[src/hdl/lru_key_value_cache_core_defines.svh]
// ---------------------------------------------------------------------------
// LRU key/value cache assertion macros
// Shared concurrent assertion helpers for the cache RTL.
// ---------------------------------------------------------------------------
`ifndef LRU_KEY_VALUE_CACHE_CORE_DEFINES_SVH
`define LRU_KEY_VALUE_CACHE_CORE_DEFINES_SVH

// same-cycle implication, disabled during reset
`define LKVC_ASSERT_IMPLY(label, clk, rst_n, ante, cons) \
    label: assert property (@(posedge clk) disable iff (!rst_n) (ante) |-> (cons)) \
        else $error("assertion failed: same-cycle implication");

// next-cycle implication, disabled during reset
`define LKVC_ASSERT_NEXT(label, clk, rst_n, ante, cons) \
    label: assert property (@(posedge clk) disable iff (!rst_n) (ante) |=> (cons)) \
        else $error("assertion failed: next-cycle implication");

`endif

[src/hdl/lkvc_pkg.sv]
// ---------------------------------------------------------------------------
// LRU key/value cache package
// Types and constants shared by the cache cells and the top level.
// ---------------------------------------------------------------------------
`default_nettype none

package lkvc_pkg;

    localparam int KEY_W = 32;
    localparam int VAL_W = 32;
    localparam int CAP_W = 5;
    localparam int APB_W = 32;
    localparam int ADDR_W = 3;

    localparam logic [CAP_W-1:0] CAP_RESET = 5'd16;

    // register index as decoded from paddr[2]
    localparam logic REG_CAPACITY = 1'b0;

    typedef enum logic {
        OP_GET = 1'b0,
        OP_PUT = 1'b1
    } t_opcode;

    typedef struct packed {
        logic shift;
        logic clear;
    } t_cell_ctl;

endpackage

`default_nettype wire

[src/hdl/lkvc_cell.sv]
// ---------------------------------------------------------------------------
// LRU cache cell
// One recency slot: compares its key, passes the match chain on, and takes
// the entry of its upper neighbour when the row shifts.
// ---------------------------------------------------------------------------
`default_nettype none

module lkvc_cell (
    input  wire                        i_clk,
    input  wire                        i_rst_n,
    input  lkvc_pkg::t_cell_ctl        i_ctl,
    input  wire  [lkvc_pkg::KEY_W-1:0] i_lookup_key,
    input  wire  [lkvc_pkg::KEY_W-1:0] i_prev_key,
    input  wire  [lkvc_pkg::VAL_W-1:0] i_prev_value,
    input  wire                        i_prev_valid,
    input  wire                        i_seen,
    output logic [lkvc_pkg::KEY_W-1:0] o_key,
    output logic [lkvc_pkg::VAL_W-1:0] o_value,
    output logic                       o_valid,
    output logic                       o_match,
    output logic                       o_seen,
    output logic [lkvc_pkg::VAL_W-1:0] o_sel_value
);
    import lkvc_pkg::*;

    logic [KEY_W-1:0] r_key;
    logic [VAL_W-1:0] r_value;
    logic             r_valid;

    always_comb begin
        o_match     = r_valid && (r_key == i_lookup_key);
        o_seen      = i_seen | o_match;
        o_sel_value = (o_match && !i_seen) ? r_value : '0;
        o_key       = r_key;
        o_value     = r_value;
        o_valid     = r_valid;
    end

    always_ff @(posedge i_clk) begin
        if (!i_rst_n) begin
            r_valid <= 1'b0;
        end else if (i_ctl.shift) begin
            r_valid <= i_prev_valid;
        end else if (i_ctl.clear) begin
            r_valid <= 1'b0;
        end
    end

    always_ff @(posedge i_clk) begin
        if (i_ctl.shift) begin
            r_key   <= i_prev_key;
            r_value <= i_prev_value;
        end
    end

endmodule

`default_nettype wire

[src/hdl/lru_key_value_cache_core.sv]
// Result: registered, presented in the cycle after the request is accepted.
// Throughput: one request per cycle while the result word is not stalled; the parallel
// key compare and the first-match chain along the row of cells set the cycle time.
// Reset (synchronous, active low): all entries invalid, count zero,
// capacity 16, output register empty. No clearing pass is needed.
// ---------------------------------------------------------------------------
// LRU key/value cache core
// Fully associative store kept in recency order in a row of shifting cells.
// ---------------------------------------------------------------------------
`default_nettype none
`include "lru_key_value_cache_core_defines.svh"

module lru_key_value_cache_core #(
    parameter int ENTRIES = 16
) (
    input  wire                          i_clk,
    input  wire                          i_rst_n,
    input  wire                          i_in_valid,
    output logic                         o_in_stall,
    input  wire                          i_opcode,
    input  wire  [lkvc_pkg::KEY_W-1:0]   i_lookup_key,
    input  wire  [lkvc_pkg::VAL_W-1:0]   i_write_value,
    output logic                         o_out_valid,
    input  wire                          i_out_stall,
    output logic                         o_hit,
    output logic [lkvc_pkg::VAL_W-1:0]   o_read_value,
    input  wire                          psel,
    input  wire                          penable,
    input  wire                          pwrite,
    input  wire  [lkvc_pkg::ADDR_W-1:0]  paddr,
    input  wire  [lkvc_pkg::APB_W-1:0]   pwdata,
    output logic [lkvc_pkg::APB_W-1:0]   prdata,
    output logic                         pready
);
    import lkvc_pkg::*;

    localparam int CW = $clog2(ENTRIES + 1);
    localparam int EW = (CW > CAP_W) ? CW : CAP_W;

    logic [CAP_W-1:0] r_capacity;
    logic [CW-1:0]    r_count, n_count;
    logic             r_out_valid;
    logic             r_out_hit;
    logic [VAL_W-1:0] r_out_value;

    logic             in_acc;
    logic             is_put;
    logic             any_hit;
    logic [VAL_W-1:0] hit_value;
    logic [CW-1:0]    cap_eff;
    logic [CW-1:0]    keep_n;
    logic [VAL_W-1:0] head_value;

    logic [KEY_W-1:0] key_vec   [ENTRIES];
    logic [VAL_W-1:0] value_vec [ENTRIES];
    logic [VAL_W-1:0] sel_vec   [ENTRIES];
    logic [ENTRIES-1:0] valid_vec;
    logic [ENTRIES-1:0] match_vec;
    logic [ENTRIES-1:0] seen_vec;
    t_cell_ctl          ctl_vec [ENTRIES];

    assign pready     = 1'b1;
    assign o_in_stall = r_out_valid && i_out_stall;
    assign in_acc     = i_in_valid && !o_in_stall;
    assign is_put     = (t_opcode'(i_opcode) == OP_PUT);
    assign any_hit    = seen_vec[ENTRIES-1];

    always_comb begin
        prdata = '0;
        if (paddr[2] == REG_CAPACITY) begin
            prdata = {{(APB_W-CAP_W){1'b0}}, r_capacity};
        end
    end

    always_comb begin
        hit_value = '0;
        for (int i = 0; i < ENTRIES; i++) begin
            hit_value = hit_value | sel_vec[i];
        end
    end

    always_comb begin
        if (r_capacity == '0) begin
            cap_eff = CW'(1);
        end else if (EW'(r_capacity) > EW'(ENTRIES)) begin
            cap_eff = CW'(ENTRIES);
        end else begin
            cap_eff = CW'(r_capacity);
        end
        keep_n     = (r_count >= cap_eff) ? (cap_eff - CW'(1)) : r_count;
        head_value = is_put ? i_write_value : hit_value;
        n_count    = (in_acc && is_put && !any_hit) ? (keep_n + CW'(1)) : r_count;
    end

    genvar g;
    generate
        for (g = 0; g < ENTRIES; g++) begin : g_cell
            logic [KEY_W-1:0] prev_key;
            logic [VAL_W-1:0] prev_value;
            logic             prev_valid;
            logic             prev_seen;

            if (g == 0) begin : g_head
                assign prev_key   = i_lookup_key;
                assign prev_value = head_value;
                assign prev_valid = 1'b1;
                assign prev_seen  = 1'b0;
            end else begin : g_body
                assign prev_key   = key_vec[g-1];
                assign prev_value = value_vec[g-1];
                assign prev_valid = valid_vec[g-1];
                assign prev_seen  = seen_vec[g-1];
            end

            always_comb begin
                ctl_vec[g].shift = in_acc && (any_hit ? !prev_seen
                                                      : (is_put && (CW'(g) <= keep_n)));
                ctl_vec[g].clear = in_acc && !any_hit && is_put && (CW'(g) > keep_n);
            end

            lkvc_cell u_cell (
                .i_clk        (i_clk),
                .i_rst_n      (i_rst_n),
                .i_ctl        (ctl_vec[g]),
                .i_lookup_key (i_lookup_key),
                .i_prev_key   (prev_key),
                .i_prev_value (prev_value),
                .i_prev_valid (prev_valid),
                .i_seen       (prev_seen),
                .o_key        (key_vec[g]),
                .o_value      (value_vec[g]),
                .o_valid      (valid_vec[g]),
                .o_match      (match_vec[g]),
                .o_seen       (seen_vec[g]),
                .o_sel_value  (sel_vec[g])
            );
        end
    endgenerate

    always_ff @(posedge i_clk) begin
        if (!i_rst_n) begin
            r_capacity  <= CAP_RESET;
            r_count     <= '0;
            r_out_valid <= 1'b0;
        end else begin
            if (psel && penable && pwrite && pready && (paddr[2] == REG_CAPACITY)) begin
                r_capacity <= pwdata[CAP_W-1:0];
            end
            r_count <= n_count;
            if (in_acc) begin
                r_out_valid <= 1'b1;
            end else if (!i_out_stall) begin
                r_out_valid <= 1'b0;
            end
        end
    end

    always_ff @(posedge i_clk) begin
        if (in_acc) begin
            r_out_hit   <= any_hit;
            r_out_value <= (any_hit && !is_put) ? hit_value : '0;
        end
    end

    assign o_out_valid  = r_out_valid;
    assign o_hit        = r_out_hit;
    assign o_read_value = r_out_value;

    `LKVC_ASSERT_IMPLY(a_count_bound, i_clk, i_rst_n, 1'b1, r_count <= CW'(ENTRIES))
    `LKVC_ASSERT_IMPLY(a_valid_count, i_clk, i_rst_n, 1'b1,
                       $countones(valid_vec) == int'(r_count))
    `LKVC_ASSERT_IMPLY(a_unique_keys, i_clk, i_rst_n, 1'b1, $onehot0(match_vec))
    `LKVC_ASSERT_NEXT(a_put_fills_head, i_clk, i_rst_n, in_acc && is_put,
                      valid_vec[0] && (key_vec[0] == $past(i_lookup_key)))

endmodule

`default_nettype wire

[config.mk]
export PLATFORM = sky130hd
export DESIGN_NAME = lru_key_value_cache_core
export DESIGN_NICKNAME = d
export VERILOG_FILES = /design/src/hdl/lkvc_pkg.sv /design/src/hdl/lkvc_cell.sv /design/src/hdl/lru_key_value_cache_core.sv
export VERILOG_INCLUDE_DIRS = /design/src /design/src/hdl
export SDC_FILE = /design/constraint.sdc
export NUM_CORES = 2
export LEC_CHECK = 0
export BUFFER_PORTS_ARGS = -buffer_cell sky130_fd_sc_hd__clkbuf_2
export CORE_AREA = 2 2 318 320
export DETAILED_ROUTE_END_ITERATION = 7
export DIE_AREA = 0 0 320 322
export GPL_TIMING_DRIVEN = 1
export PLACE_DENSITY = 0.67
export SKIP_LAST_GASP = 1
export SLEW_MARGIN = 5
export SYNTH_ARGS = -nofsm -noshare
export SYNTH_HDL_FRONTEND = slang
export SYNTH_HIERARCHICAL = 1
export SYNTH_SLANG_ARGS = --single-unit
[constraint.sdc]
create_clock -name i_clk -period 23 [get_ports i_clk]
set_clock_uncertainty 0.2 [all_clocks]
set_input_delay 4.6 -clock i_clk [delete_from_list [all_inputs] [get_ports i_clk]]
set_output_delay 4.6 -clock i_clk [all_outputs]
set_load 0.03 [all_outputs]
* Yosys cells after proc, flatten, opt, wreduce, memory -nomap -nowiden *
Cells that the tools add are included.

storage, ports and cells
  logic and storage cells = 332
  register bits after elaboration = 1,084

cells by class
  reduce and logical (&&, ||, !) cells = 124
  muxes and demuxes = 71
  bitwise gates (word level) = 31
  $lt $le $gt $ge = 34
  equality and inequality tests = 17
  add/sub/neg operators = 2

operators by type and width
  operator                                                               number
  32-bit 2-to-1 mux                                                      17
  32-bit == test                                                         16
  32-bit OR                                                              15
  1-bit logical AND                                                      89
  1-bit 2-to-1 mux                                                       50
  4-bit by 5-bit > comparator with 1-bit output (first input constant)   8
  4-bit by 5-bit <= comparator with 1-bit output (first input constant)  8
  2-bit nonzero test                                                     16
  3-bit by 5-bit > comparator with 1-bit output (first input constant)   4
  3-bit by 5-bit <= comparator with 1-bit output (first input constant)  4
  5-bit 2-to-1 mux                                                       4
  1-bit zero test                                                        18
  1-bit OR                                                               15
  1-bit by 5-bit > comparator with 1-bit output (first input constant)   2
  2-bit by 5-bit > comparator with 1-bit output (first input constant)   2
  1-bit by 5-bit <= comparator with 1-bit output (first input constant)  2
  2-bit by 5-bit <= comparator with 1-bit output (first input constant)  2
  5-bit by 1-bit adder with 5-bit output (second input constant)         1
  5-bit >= comparator                                                    1
  5-bit > comparator (second input constant)                             1
  5-bit zero test                                                        1
  5-bit by 1-bit subtractor with 5-bit output (second input constant)    1
  2-bit by 1-bit != test with 1-bit output (second input constant)       1
  1-bit inverter                                                         1

* Logic depth before layout (Yosys ltp) *
  depth after elaboration = 23
  mapped depth = 59
  gate-level depth less buffers = 40

* Modules after synthesis *
Netlist, hierarchy kept.

by module, submodules not included
  module                    area each (um2)  instances  cells each
  lkvc_cell                 3,078.0          16         201
  lru_key_value_cache_core  4,152.7          1          479

* Worst setup path after synthesis *
No wires, ideal clock.

  path type = input-to-reg
  from = in i_lookup_key[9] (netlist bit)
  to = reg g_cell[9].u_cell.r_valid
  buffers on the path = 17
  setup slack = 3,570 ps
  required time = 22,676 ps
  stages on the path = 55
  arrival time = 19,106 ps
  path through = xnor2_1 -> o211ai_1 -> or4_1 -> buf_6 -> o41ai_2 -> inv_1 -> clkbuf_1 -> o41ai_2 -> inv_1 -> clkbuf_1 -> o41ai_2 -> inv_1 -> clkbuf_1 -> o41ai_2 -> inv_1 -> clkbuf_1 -> o41ai_2 -> inv_1 -> [19 not listed] -> o41ai_2 -> inv_1 -> clkbuf_1 -> o41ai_2 -> inv_1 -> clkbuf_1 -> o41ai_2 -> inv_1 -> clkbuf_1 -> o41ai_2 -> inv_1 -> clkbuf_1 -> o41ai_2 -> clkbuf_1 -> a221oi_1 -> nor3b_1 -> a21oi_1 -> nor2b_1

RTL lines
  item                  RTL line                        text
  start, declared       lru_key_value_cache_core.sv:21  input wire [lkvc_pkg::KEY_W-1:0] i_lookup_key,
  end signal, assigned  lkvc_cell.sv:43                 r_valid <= i_prev_valid;
  end, declared         lkvc_cell.sv:28                 logic r_valid;

==> results.toml <==
[power_and_ir_drop]
ir_worst_vdd_mv = 0.0655
p_leak_uw = 0.0171
switching_share_pct = 23.1
p_switching_uw = 1040
power_uw = 4520
power.share.combinational_pct = 6.9
p_seq_share_pct = 51.0
clkPwrFrac_pct = 42.1
power_density_nw_per_um2 = 76.1
power.internal_uw = 3480

[setup_path]
worstSetupPathType = "in2reg"
crit_path_end_kind = "flop"
worstPathRequired_ns = 23.21
cp_max_fo = 33
cpMostUsedCell = "o41ai_2"
slowest_delay_ns = 0.94
cp-start-kind = "input pin"
crit_arrival_ns = 18.51
critPathSlowestCell = "inv_1"

[drt]
wire_per_inst_um = 26.0
antenna_violating_nets_post_route = 0
drt-total-wl_mm = 135
initialDrtViolationCount = 3751
viasPerCell = 6.49
drc = 0
dr.pass1.iters = 8
num_vias = 33500

[layout]
drive_above_1_share_pct = 28.2
multiInputGateArea_um2 = 18900
fill_cells = 7682
n_antenna_cell = 0
nets = 3887
register_area_um2 = 32300
synthToLayoutAreaGrowth_pct = 11.7

[clock_tree]
path_clk_slew_ns = 0.06
clockRootBuffer = "clkbuf_16"
cts_setup_buffers = 0
cts_resized = 0
numCtsBuffers = 114
cts_tree = "built"
clk_path_buf_depth = 3
clkLatencyLatePin_ns = 0.74
holdBufCountCts = 0
htreeDepth = 3
cts.sinks = 1084

[logic_synthesis]
synth_area_um2 = 53200
post_synth.cell_area_avg_um2 = 14.5
syn_inst = 3679
yosys_warnings = 6

[die]
core_area_um2 = 99600
io_pins = 175
row_count = 116
die_h_um = 322
die_x_um = 320
die_area_um2 = 103000
start_util_pct = 53.4

[sta]
rsz0062_at_grt = "no"
setup_ws_ns = 4.70
period_minus_slack_ns = 18.30
setup_violations = 0
final_hold_viol_count = 0
maxSlewViolCount = 0
finalSetupTns_ns = 0
worstMarginPinSlew_ns = 1.48
fin_crit_sh_pct = 79.6
relSlewSlack_pct = 0.0995
fmax_ghz = 0.0546

[job]
max_cap_violations = 1

[min_path]
hold_path_class = "reg2reg"

[place]
dp_slack_ns = 4.15
port_buffers = 117
gp_congestion = 0.949
hpwl_mm = 94.1

[global_routing]
grt_use_total_pct = 25.9
grt_pass1_wl_mm = 203
globalRouteOverflowTotal = 0
grt_pass1_vias = 32700
grt_max_degree = 52
antenna_found_initial = 8

[status]
outcome = "finished with violations"
violations = "max-capacitance violations"
-- layer usage --
| layer | part of all wire (%) | global-route usage (%) | routed length [um] | up-vias |
|---|---|---|---|---|
| met4 | 1.8 | 6.35 | 2450 | 8 |
| met1 | 42 | 36.2 | 56200 | 16800 |
| met5 | 0.033 | 0 | 44 | - |
| li1 | - | - | - | 15100 |
| met3 | 10 | 6.40 | 13400 | 183 |
| met2 | 46 | 40.6 | 62400 | 1480 |
-- cells in the final DEF (no fill, tap or decap), drive strengths merged, types with 42 or more instances in the layout --
master	count
buf	180
clkbuf	264
clkinv	42
edfxtp	1057
inv	107
nand4	576
nor2b	61
nor4	706
xnor2	114
xor2	320
-- cell type report --
type / instances / share of cell area [%]
Inverter: 103 / 0.651
Timing Repair Buffer: 297 / 4.00
Clock inverter: 66 / 1.28
Clock buffer: 147 / 5.25
Multi-Input combinational cell: 2171 / 31.7
Sequential cell: 1084 / 54.3
Tap cell: 1298 / 2.73
-- metrics by stage --
step	cell area, um^2	utilization, %	std cells	hold slack (ns)
3_5_place_dp	55500	55.8	4953	0.232
3_3_place_gp	55500	55.8	4953	0.227
5_1_grt	59400	59.7	5166	0.241
4_1_cts	59400	59.7	5166	0.216
2_1_floorplan	53300	-	3707	0.226
6_report	59400	59.7	5166	0.229
-- power groups by stage --
| stage | clock (uW) | sequential (uW) | combinational, uW |
|---|---|---|---|
| after floorplan | 0 | 2360 | 174 |
| after global placement | 0 | 2340 | 305 |
| after detailed placement | 0 | 2350 | 310 |
| after CTS | 1940 | 2310 | 311 |
| after global routing | 2010 | 2310 | 333 |
| final | 1900 | 2310 | 312 |
-- flip-flops by register name (all words and copies together) (netlist names) --
signal / flops
g_cell.u_cell/o_key: 512
g_cell.u_cell/o_valid: 16
g_cell.u_cell/o_value: 512
o_hit: 1
o_out_valid: 1
o_read_value: 32
r_capacity: 5
r_count: 5
-- critical path: cells and delay by family --
| family | cells | cell delay [ns] |
|---|---|---|
| buffers and inverters | 25 | 8.84 |
| AOI/OAI and AO/OA | 18 | 4.25 |
| and+or+nand+nor | 3 | 0.74 |
-- path summary, 6_finish.rpt --
kind	start	endpoint	slack, ns	cells past startpoint
hold / removal	g_cell[4].u_cell/o_value[30]	g_cell[5].u_cell/o_value[30]	0.23	0
setup / recovery	i_lookup_key[21]	g_cell[15].u_cell/o_key[7]	4.70	46
hold reg to reg	g_cell[4].u_cell/o_value[30]	g_cell[5].u_cell/o_value[30]	0.23	0
setup reg to reg	g_cell[0].u_cell/o_key[8]	g_cell[15].u_cell/o_key[7]	8.68	46
No activity file was read; power rests on OpenSTA's default activity.
